<file path="src/hw/rtl/upd_pkg.sv">
// Shared constants, register indexes and transaction types of the presence detector.
package upd_pkg;

    localparam int TIME_BITS = 20;
    localparam int DIST_BITS = TIME_BITS + 1;
    localparam int TRIG_BITS = 8;
    localparam int DEB_BITS  = 4;
    localparam int CFG_BITS  = (TIME_BITS > TRIG_BITS) ? TIME_BITS : TRIG_BITS;
    localparam int IDX_BITS  = 2;

    localparam logic [IDX_BITS-1:0] CFG_TIMEOUT  = 2'd0;
    localparam logic [IDX_BITS-1:0] CFG_TRIGGER  = 2'd1;
    localparam logic [IDX_BITS-1:0] CFG_MAX_ECHO = 2'd2;
    localparam logic [IDX_BITS-1:0] CFG_DEBOUNCE = 2'd3;

    localparam logic [TIME_BITS-1:0] TIMEOUT_RST  = TIME_BITS'(100000);
    localparam logic [TRIG_BITS-1:0] TRIGGER_RST  = TRIG_BITS'(10);
    localparam logic [TIME_BITS-1:0] MAX_ECHO_RST = TIME_BITS'(9411);
    localparam logic [DEB_BITS-1:0]  DEBOUNCE_RST = DEB_BITS'(6);

    typedef struct packed {
        logic start_req;
        logic echo;
    } t_in_item;

    typedef struct packed {
        logic                 trigger;
        logic                 busy_res;
        logic                 done_res;
        logic                 timed_out;
        logic [TIME_BITS-1:0] echo_time_us;
        logic [DIST_BITS-1:0] distance_centi_cm;
        logic                 present;
        logic                 present_changed;
    } t_out_item;

    typedef struct packed {
        logic [TIME_BITS-1:0] timeout_us;
        logic [TRIG_BITS-1:0] trigger_ticks;
        logic [TIME_BITS-1:0] max_echo_us;
        logic [DEB_BITS-1:0]  debounce_scans;
    } t_cfg;

endpackage

</file>
<file path="src/hw/rtl/upd_in_if.sv">
// Valid/ready channel that carries one input sample tick.
interface upd_in_if;
    logic              valid;
    logic              ready;
    upd_pkg::t_in_item data;

    modport source (output valid, output data, input ready);
    modport sink (input valid, input data, output ready);
endinterface

</file>
<file path="src/hw/rtl/upd_out_if.sv">
// Valid/ready channel that carries one result per sample tick.
interface upd_out_if;
    logic               valid;
    logic               ready;
    upd_pkg::t_out_item data;

    modport source (output valid, output data, input ready);
    modport sink (input valid, input data, output ready);
endinterface

</file>
<file path="src/hw/rtl/upd_cfg_regs.sv">
// Configuration register file written through the plain write port.
module upd_cfg_regs (
    input  logic                         i_clk,
    input  logic                         i_rst_n,
    input  logic                         i_cfg_we,
    input  logic [upd_pkg::IDX_BITS-1:0] i_cfg_idx,
    input  logic [upd_pkg::CFG_BITS-1:0] i_cfg_data,
    output upd_pkg::t_cfg                o_cfg
);

    upd_pkg::t_cfg r_cfg;

    always_ff @(posedge i_clk) begin
        if (!i_rst_n) begin
            r_cfg.timeout_us     <= upd_pkg::TIMEOUT_RST;
            r_cfg.trigger_ticks  <= upd_pkg::TRIGGER_RST;
            r_cfg.max_echo_us    <= upd_pkg::MAX_ECHO_RST;
            r_cfg.debounce_scans <= upd_pkg::DEBOUNCE_RST;
        end else if (i_cfg_we) begin
            unique case (i_cfg_idx)
                upd_pkg::CFG_TIMEOUT: begin
                    r_cfg.timeout_us <= i_cfg_data[upd_pkg::TIME_BITS-1:0];
                end
                upd_pkg::CFG_TRIGGER: begin
                    r_cfg.trigger_ticks <= i_cfg_data[upd_pkg::TRIG_BITS-1:0];
                end
                upd_pkg::CFG_MAX_ECHO: begin
                    r_cfg.max_echo_us <= i_cfg_data[upd_pkg::TIME_BITS-1:0];
                end
                upd_pkg::CFG_DEBOUNCE: begin
                    r_cfg.debounce_scans <= i_cfg_data[upd_pkg::DEB_BITS-1:0];
                end
                default: begin
                end
            endcase
        end
    end

    assign o_cfg = r_cfg;

endmodule

</file>
<file path="src/hw/rtl/upd_range.sv">
// Echo time to distance conversion, times 17 and divided by 10 through a reciprocal.
module upd_range (
    input  logic [upd_pkg::TIME_BITS-1:0] i_echo_time,
    output logic [upd_pkg::DIST_BITS-1:0] o_distance
);

    localparam int X_BITS      = upd_pkg::TIME_BITS + 5;
    localparam int SHIFT       = upd_pkg::TIME_BITS + 9;
    localparam int RECIP_BITS  = upd_pkg::TIME_BITS + 6;
    localparam int PROD_BITS   = X_BITS + RECIP_BITS;
    localparam logic [63:0] RECIP_FULL = ((64'd1 << SHIFT) + 64'd9) / 64'd10;
    localparam logic [RECIP_BITS-1:0] RECIP = RECIP_FULL[RECIP_BITS-1:0];

    logic [X_BITS-1:0]    x;
    logic [PROD_BITS-1:0] prod;

    assign x    = {1'b0, i_echo_time, 4'b0000} + {5'b00000, i_echo_time};
    assign prod = {{RECIP_BITS{1'b0}}, x} * {{X_BITS{1'b0}}, RECIP};
    assign o_distance = prod[SHIFT+upd_pkg::DIST_BITS-1:SHIFT];

endmodule

</file>
<file path="src/hw/rtl/upd_scan_fsm.sv">
// Scan sequencer with echo timing, timeout check and presence debounce.
module upd_scan_fsm (
    input  logic               i_clk,
    input  logic               i_rst_n,
    input  logic               i_fire,
    input  upd_pkg::t_in_item  i_item,
    input  upd_pkg::t_cfg      i_cfg,
    output upd_pkg::t_out_item o_res
);

    localparam logic [1:0] PH_IDLE = 2'd0;
    localparam logic [1:0] PH_TRIG = 2'd1;
    localparam logic [1:0] PH_WAIT = 2'd2;
    localparam logic [1:0] PH_MEAS = 2'd3;

    logic [1:0]                    r_phase, n_phase;
    logic [upd_pkg::TRIG_BITS-1:0] r_trig_cnt, n_trig_cnt;
    logic [upd_pkg::DIST_BITS-1:0] r_elapsed, n_elapsed;
    logic [upd_pkg::TIME_BITS-1:0] r_high, n_high;
    logic                          r_level, n_level;
    logic [upd_pkg::DEB_BITS-1:0]  r_disagree, n_disagree;

    logic [upd_pkg::TRIG_BITS-1:0] need_trig;
    logic [upd_pkg::DEB_BITS-1:0]  need_deb;
    logic [upd_pkg::DEB_BITS-1:0]  dis_inc;
    logic [upd_pkg::DIST_BITS-1:0] elapsed_inc;
    logic [upd_pkg::DIST_BITS-1:0] timeout_ext;
    logic [upd_pkg::TIME_BITS-1:0] etime;
    logic [upd_pkg::DIST_BITS-1:0] distance;
    logic trig, busy, done, tout, changed, sample;

    assign need_trig   = (i_cfg.trigger_ticks == '0) ? upd_pkg::TRIG_BITS'(1)
                                                     : i_cfg.trigger_ticks;
    assign need_deb    = (i_cfg.debounce_scans == '0) ? upd_pkg::DEB_BITS'(1)
                                                      : i_cfg.debounce_scans;
    assign elapsed_inc = r_elapsed + upd_pkg::DIST_BITS'(1);
    assign timeout_ext = {1'b0, i_cfg.timeout_us};

    always_comb begin
        n_phase    = r_phase;
        n_trig_cnt = r_trig_cnt;
        n_elapsed  = r_elapsed;
        n_high     = r_high;
        n_level    = r_level;
        n_disagree = r_disagree;
        trig       = 1'b0;
        busy       = 1'b0;
        done       = 1'b0;
        tout       = 1'b0;
        changed    = 1'b0;
        etime      = '0;
        sample     = 1'b0;
        dis_inc    = r_disagree + upd_pkg::DEB_BITS'(1);

        unique case (r_phase)
            PH_IDLE: begin
                if (i_item.start_req) begin
                    busy       = 1'b1;
                    trig       = 1'b1;
                    n_trig_cnt = upd_pkg::TRIG_BITS'(1);
                    n_elapsed  = '0;
                    n_high     = '0;
                    n_phase    = (need_trig == upd_pkg::TRIG_BITS'(1)) ? PH_WAIT : PH_TRIG;
                end
            end
            PH_TRIG: begin
                busy       = 1'b1;
                trig       = 1'b1;
                n_trig_cnt = r_trig_cnt + upd_pkg::TRIG_BITS'(1);
                if (n_trig_cnt >= need_trig) begin
                    n_phase = PH_WAIT;
                end
            end
            PH_WAIT: begin
                busy      = 1'b1;
                n_elapsed = elapsed_inc;
                if (i_item.echo) begin
                    n_high  = upd_pkg::TIME_BITS'(1);
                    n_phase = PH_MEAS;
                end else if (elapsed_inc > timeout_ext) begin
                    done = 1'b1;
                    tout = 1'b1;
                end
            end
            PH_MEAS: begin
                busy = 1'b1;
                if (!i_item.echo) begin
                    done  = 1'b1;
                    etime = r_high;
                end else begin
                    n_elapsed = elapsed_inc;
                    n_high    = r_high + upd_pkg::TIME_BITS'(1);
                    if (elapsed_inc > timeout_ext) begin
                        done = 1'b1;
                        tout = 1'b1;
                    end
                end
            end
            default: begin
            end
        endcase

        if (done) begin
            sample     = (etime != '0) && (etime <= i_cfg.max_echo_us);
            n_disagree = (sample != r_level) ? dis_inc : '0;
            if (n_disagree >= need_deb) begin
                n_level    = sample;
                n_disagree = '0;
                changed    = 1'b1;
            end
            n_phase    = PH_IDLE;
            n_trig_cnt = '0;
            n_elapsed  = '0;
            n_high     = '0;
        end
    end

    upd_range u_range (
        .i_echo_time (etime),
        .o_distance  (distance)
    );

    always_ff @(posedge i_clk) begin
        if (!i_rst_n) begin
            r_phase    <= PH_IDLE;
            r_trig_cnt <= '0;
            r_elapsed  <= '0;
            r_high     <= '0;
            r_level    <= 1'b0;
            r_disagree <= '0;
        end else if (i_fire) begin
            r_phase    <= n_phase;
            r_trig_cnt <= n_trig_cnt;
            r_elapsed  <= n_elapsed;
            r_high     <= n_high;
            r_level    <= n_level;
            r_disagree <= n_disagree;
        end
    end

    always_comb begin
        o_res.trigger           = trig;
        o_res.busy_res          = busy;
        o_res.done_res          = done;
        o_res.timed_out         = tout;
        o_res.echo_time_us      = etime;
        o_res.distance_centi_cm = distance;
        o_res.present           = n_level;
        o_res.present_changed   = changed;
    end

endmodule

</file>
<file path="src/hw/rtl/ultrasonic_presence_detector.sv">
// Top level of the ultrasonic presence detector with input and result registers.
//
// Each transaction on i_in is one microsecond sample tick carrying a scan
// request and the sampled echo level. Each tick produces exactly one result
// transaction on o_out with the trigger drive, busy and done flags, the echo
// time, the distance in hundredths of a centimetre and the debounced presence.
// A tick is captured in an input register, processed by the scan sequencer once
// the result register is free or being read, and written to the result register,
// from which it is offered on o_out. One tick is taken in every cycle while the
// receiver does not stall o_out; the rate is set by the single pass through the
// sequencer and the reciprocal multiplier that converts echo time to distance.
// When the receiver stalls, the result register holds its transaction and the
// input register absorbs one more tick before i_in.ready drops.
// Reset clears the sequencer to idle with presence off and loads the default
// timeout, trigger length, presence limit and debounce count. Configuration
// registers are written through i_cfg_we, i_cfg_idx and i_cfg_data, and the
// user must do so only while no transaction is in flight, which is not enforced.
module ultrasonic_presence_detector (
    input  logic                         i_clk,
    input  logic                         i_rst_n,
    input  logic                         i_cfg_we,
    input  logic [upd_pkg::IDX_BITS-1:0] i_cfg_idx,
    input  logic [upd_pkg::CFG_BITS-1:0] i_cfg_data,
    upd_in_if.sink                       i_in,
    upd_out_if.source                    o_out
);

    upd_pkg::t_cfg      cfg;
    upd_pkg::t_out_item res;
    upd_pkg::t_in_item  r_in_data;
    upd_pkg::t_out_item r_out_data;
    logic               r_in_valid;
    logic               r_out_valid;
    logic               advance;
    logic               fire;

    assign advance    = !r_out_valid || o_out.ready;
    assign fire       = r_in_valid && advance;
    assign i_in.ready = !r_in_valid || advance;

    upd_cfg_regs u_cfg (
        .i_clk      (i_clk),
        .i_rst_n    (i_rst_n),
        .i_cfg_we   (i_cfg_we),
        .i_cfg_idx  (i_cfg_idx),
        .i_cfg_data (i_cfg_data),
        .o_cfg      (cfg)
    );

    upd_scan_fsm u_fsm (
        .i_clk   (i_clk),
        .i_rst_n (i_rst_n),
        .i_fire  (fire),
        .i_item  (r_in_data),
        .i_cfg   (cfg),
        .o_res   (res)
    );

    always_ff @(posedge i_clk) begin
        if (!i_rst_n) begin
            r_in_valid  <= 1'b0;
            r_out_valid <= 1'b0;
        end else begin
            if (i_in.ready) begin
                r_in_valid <= i_in.valid;
            end
            if (advance) begin
                r_out_valid <= r_in_valid;
            end
        end
    end

    always_ff @(posedge i_clk) begin
        if (i_in.ready) begin
            r_in_data <= i_in.data;
        end
        if (fire) begin
            r_out_data <= res;
        end
    end

    assign o_out.valid = r_out_valid;
    assign o_out.data  = r_out_data;

endmodule
</file>
<file path="src/flat_wrapper.sv">
// flat-port wrapper written by rule: the top's interface ports become plain ports
module ultrasonic_presence_detector_flat 
  (i_clk, i_rst_n, i_cfg_we, i_cfg_idx, i_cfg_data, i_in_valid, i_in_data, i_in_ready, o_out_valid, o_out_data, o_out_ready);
  upd_in_if i_in_i ();
  upd_out_if o_out_i ();
  input  logic i_clk;
  input  logic i_rst_n;
  input  logic i_cfg_we;
  input  logic [upd_pkg::IDX_BITS-1:0] i_cfg_idx;
  input  logic [upd_pkg::CFG_BITS-1:0] i_cfg_data;
  input wire logic [$bits(i_in_i.valid)-1:0] i_in_valid;
  input wire logic [$bits(i_in_i.data)-1:0] i_in_data;
  output wire logic [$bits(i_in_i.ready)-1:0] i_in_ready;
  output wire logic [$bits(o_out_i.valid)-1:0] o_out_valid;
  output wire logic [$bits(o_out_i.data)-1:0] o_out_data;
  input wire logic [$bits(o_out_i.ready)-1:0] o_out_ready;
  assign i_in_i.valid = i_in_valid;
  assign i_in_i.data = i_in_data;
  assign i_in_ready = i_in_i.ready;
  assign o_out_valid = o_out_i.valid;
  assign o_out_data = o_out_i.data;
  assign o_out_i.ready = o_out_ready;
  ultrasonic_presence_detector u_core (.i_clk(i_clk), .i_rst_n(i_rst_n), .i_cfg_we(i_cfg_we), .i_cfg_idx(i_cfg_idx), .i_cfg_data(i_cfg_data), .i_in(i_in_i), .o_out(o_out_i));
endmodule
</file>
<file path="config.mk">
export PLATFORM = sky130hd
export DESIGN_NAME = ultrasonic_presence_detector_flat
export DESIGN_NICKNAME = d
export VERILOG_FILES = /design/src/hw/rtl/upd_pkg.sv /design/src/hw/rtl/upd_in_if.sv /design/src/hw/rtl/upd_out_if.sv /design/src/hw/rtl/upd_cfg_regs.sv /design/src/hw/rtl/upd_range.sv /design/src/hw/rtl/upd_scan_fsm.sv /design/src/hw/rtl/ultrasonic_presence_detector.sv /design/src/flat_wrapper.sv
export SDC_FILE = /design/constraint.sdc
export NUM_CORES = 1
export LEC_CHECK = 0
export BUFFER_PORTS_ARGS = -buffer_cell sky130_fd_sc_hd__clkbuf_2
export CORE_ASPECT_RATIO = 0.7
export CORE_UTILIZATION = 58
export DETAILED_ROUTE_END_ITERATION = 10
export GPL_ROUTABILITY_DRIVEN = 0
export PLACE_DENSITY = 0.77
export SYNTH_ARGS = -nofsm -noshare
export SYNTH_HDL_FRONTEND = slang
export SYNTH_SLANG_ARGS = --single-unit
</file>
<file path="constraint.sdc">
create_clock -name i_clk -period 10.1 [get_ports i_clk]
set_input_delay 0.505 -clock i_clk [delete_from_list [all_inputs] [get_ports i_clk]]
set_output_delay 0.505 -clock i_clk [all_outputs]
set_load 0.05 [all_outputs]
</file>
==> qor.csv <==
stage,metric,value,unit
synthesis,syn_inst,2040,
cts,cts_hold_buf,0,
timing,clock-skew-final,0.0120,ns
synthesis,synth_top_area_share,23.3,%
worst_setup_path,crit_fanout,22,
synthesis,syn_nets,2637,
global_route,grt_antenna_before_repair,1,
synthesis,synthFlopType,dfxtp_1,
final_layout,syn2layout_area_growth,8.35,%
placement,dp_cells,2530,
die,die_x,220,µm
timing,fin_hold_ws,0.230,ns
synthesis,synthArstFlopShare,0,%
power,swShare,28.3,%
worst_setup_path,startpoint,u_core.u_fsm.r_phase[0],
synthesis,ys_seq_elements,159,
die,io_pins,78,
power,p_clk_share,45.3,%
final_layout,n_antenna_cell,0,
power,seq_power_share,46.7,%
synthesis,synth-seq-area-share,19.0,%
outcome,violations,design-rule violations,
placement,placed_area,20300,µm²
power,p_int,1.05,mW
global_route,grt_pass1_vias,15000,
route,drc,6,
route,routed_wl,48400,µm
cts,cts_setup_buffers,0,
synthesis,synth-edff-count,49,
timing,period_minus_slack,9.57,ns
cts,cts_tree,yes,
synthesis,synth_cell_types,76,
global_route,grt_max_degree,53,
final_layout,multiInputGateArea,13900,µm²
cts,clk_pin_slew_worst_paths,0.07,ns
worst_setup_path,cp-end-kind,flop,
timing,setup_viol,0,
power,power,1.47,mW
die,die_y,155,µm
synthesis,synth_area,19300,µm²
placement,portBuffers,77,
power,ir_drop,0.000109,V
synthesis,ys_warn_count,0,
route,drt_iter0_drc,1302,
cts,cts_made_buffers,17,
final_layout,stdcell_area,20900,µm²
final_layout,fillerInstances,2619,
timing,max_slew_margin,17.8,%
placement,dp_hpwl,39500,µm
hold_path,hp-start,i_in_data[1],
power,pwr_density_cell,70.1,nW/µm²
route,ant_nets,0,
die,core_area,32600,µm²
placement,place_worst_setup_slack,0.0962,ns
final_layout,nets,2719,
final_layout,regArea,3670,µm²
job,cap_violations,0,
timing,worst_slack,0.530,ns
global_route,grt_first_pass_wirelength,78900,µm
timing,fmax,0.104,GHz
timing,tightest_slew,1.22,ns
synthesis,synth_top_cell_by_area,fa_1,
cts,cts_buffer_depth,2,
worst_setup_path,worstSetupPathType,flop to flop,
timing,report.final.slew_viol_count,0,
worst_setup_path,slowest_delay,0.56,ns
global_route,grtUsageTotal,29.9,%
outcome,status,"finished, violations left",
final_layout,stdcell_count,2561,
die,rows,55,
global_route,overflow,0,
cts,clkLatencyLatePin,0.46,ns
route,num_vias,14700,
power,switching_power,0.415,mW
timing,hold_viol_final,0,
power,p_comb_share,8.1,%
worst_setup_path,crit_top_cell,fa_1,
cts,htree_levels,4,
die,die-area,34100,µm²
power,p_leak,11.5,nW
route,wl_per_cell,18.9,µm
worst_setup_path,crit_slowest_cell,fa_1,
worst_setup_path,reg2reg_from,u_core.u_fsm.r_phase[0],
route,drtPass1Iterations,11,
synthesis,synth_area_leaders,"fa_1 (23%), ha_1 (22%), dfxtp_1 (11%)",
worst_setup_path,arrival,9.77,ns
cts,cts.sink_count,159,
route,vias_per_cell,5.73,
final_layout,drive_above_1_share,7.87,%
die,initial_core_util,59.4,%
cts,clockRootBuffer,clkbuf_16,
worst_setup_path,cp-start-kind,flop,
hold_path,hp-class,input pin to flop,
worst_setup_path,worstPathRequired,10.30,ns
timing,finalCritPeriodShare,94.7,%
synthesis,syn_area_per_cell,9.48,µm²
[what timing repair did]
| action | in CTS | in global routing |
|---|---|---|
| cloned | 0 | 0 |
| endpoints found under the hold margin | 0 | 0 |
| pin swaps | 0 | 0 |
| endpoints found under the setup margin | 1 | 16 |
| resized for setup | 1 | 15 |
[synthesized netlist by cell type, drive strengths merged (14+ instances only)]
| master | count |
|---|---|
| inv | 437 |
| ha | 343 |
| fa | 225 |
| nand2 | 146 |
| dfxtp | 110 |
| a21oi | 97 |
| nor2 | 92 |
| xnor2 | 54 |
| edfxtp | 49 |
| nand3 | 44 |
| xor2 | 43 |
| o21ai | 40 |
| clkbuf | 33 |
| a21o | 32 |
| and2 | 28 |
| nand4 | 28 |
| a22oi | 20 |
| o211ai | 20 |
| nor3 | 18 |
| mux2i | 14 |
| nor2b | 14 |
[layout by cell type, fill, tap and decap left out, types with 5 or more instances in the layout]
cell type / Yosys / final
a31oi_1: 6 / 6
xor2_1: 42 / 42
nor4_1: 8 / 8
fa_1: 225 / 225
clkbuf_16: 0 / 17
buf_4: 0 / 25
and2_1: 27 / 27
nor2b_1: 14 / 13
o21bai_1: 5 / 5
mux2i_1: 14 / 14
nor3b_1: 6 / 5
edfxtp_1: 49 / 49
a21o_1: 32 / 32
o211ai_1: 20 / 20
nand4_1: 27 / 27
a22oi_1: 20 / 20
nor3_1: 16 / 16
inv_1: 436 / 436
nand3_1: 44 / 44
a21oi_1: 95 / 93
o21ai_0: 38 / 34
o21a_1: 13 / 13
and3_1: 12 / 12
ha_1: 343 / 342
nor2_1: 92 / 92
xnor2_1: 54 / 51
or3_1: 7 / 7
nand2b_1: 10 / 10
clkbuf_2: 0 / 77
nand2_1: 146 / 146
dfxtp_1: 110 / 110
and4_1: 5 / 5
[worst max-delay path: cells and delay by family, from the launching register on]
kind                       cells  cell delay (ns)
buffers and inverters          7             0.82
DFF                            1             0.41
adders and majority gates     10             4.33
AOI/OAI and AO/OA             12             2.84
xor gates and xnor gates       1             0.11
and+or+nand+nor                4             0.64
muxes                          1             0.16
[metal layers]
metal  vias to the layer above  global-route usage (%)  wire length [µm]
li1                       6877                       -                 -
met1                      7181                    43.9             22200
met2                       552                    43.6             20700
met3                        53                    8.42              4750
met4                         0                    6.54               753
met5                         -                       0                 0
[power by group through the flow]
stage	Clock [mW]	Sequential [mW]	Combinational, mW
4_1_cts	0.672	0.685	0.118
6_report	0.665	0.685	0.118
5_1_grt	0.694	0.687	0.127
3_5_place_dp	0	0.699	0.117
3_3_place_gp	0	0.699	0.115
2_1_floorplan	0	0.729	0.0478
[registers in the layout, indices dropped and copies added, names as in the netlist]
name / flops
u_core.u_fsm.r_level: 1
u_core.o_out.valid: 1
u_core.u_cfg.o_cfg: 52
u_core.u_fsm.r_high: 20
u_core.r_in_valid: 1
u_core.u_fsm.r_trig_cnt: 8
u_core.u_fsm.r_phase: 2
u_core.o_out.data: 47
u_core.r_in_data: 2
u_core.u_fsm.r_elapsed: 21
u_core.u_fsm.r_disagree: 4
[area by class of cell]
| type | count | share of cell area, % |
|---|---|---|
| inverters | 437 | 7.83 |
| clock inverters | 14 | 0.729 |
| clock buffers | 17 | 2.03 |
| repair buffers | 102 | 2.74 |
| multi-input cells | 1405 | 66.6 |
| flip-flops and latches | 159 | 17.5 |
| well taps | 427 | 2.55 |
[stage by stage]
step / util [%] / setup TNS (ns)
floorplan: - / 0
global placement: 62.4 / 0
detailed placement: 62.4 / 0
CTS: 64.2 / 0
global route: 64.3 / -0.0111
finish: 64.3 / 0
[path summary, 6_finish.rpt]
kind,slack [ns],endpoint,cells past startpoint
max,0.53,u_core.o_out.data[22],35
min reg2reg,0.46,u_core.u_cfg.o_cfg[51],2
max reg2reg,0.53,u_core.o_out.data[22],35
min,0.23,u_core.r_in_data[1],1
[logic make-up after synthesis]
logic type / Yosys count / synth area share [%]
adders and majority gates: 568 / 45.5
DFF: 159 / 19.0
buffers and inverters: 476 / 9.26
muxes: 16 / 0.841
xor gates and xnor gates: 97 / 4.43
AOI/OAI and AO/OA: 286 / 9.81
and+or+nand+nor: 438 / 11.1
Note: power is estimated with default switching activity, not from simulation.
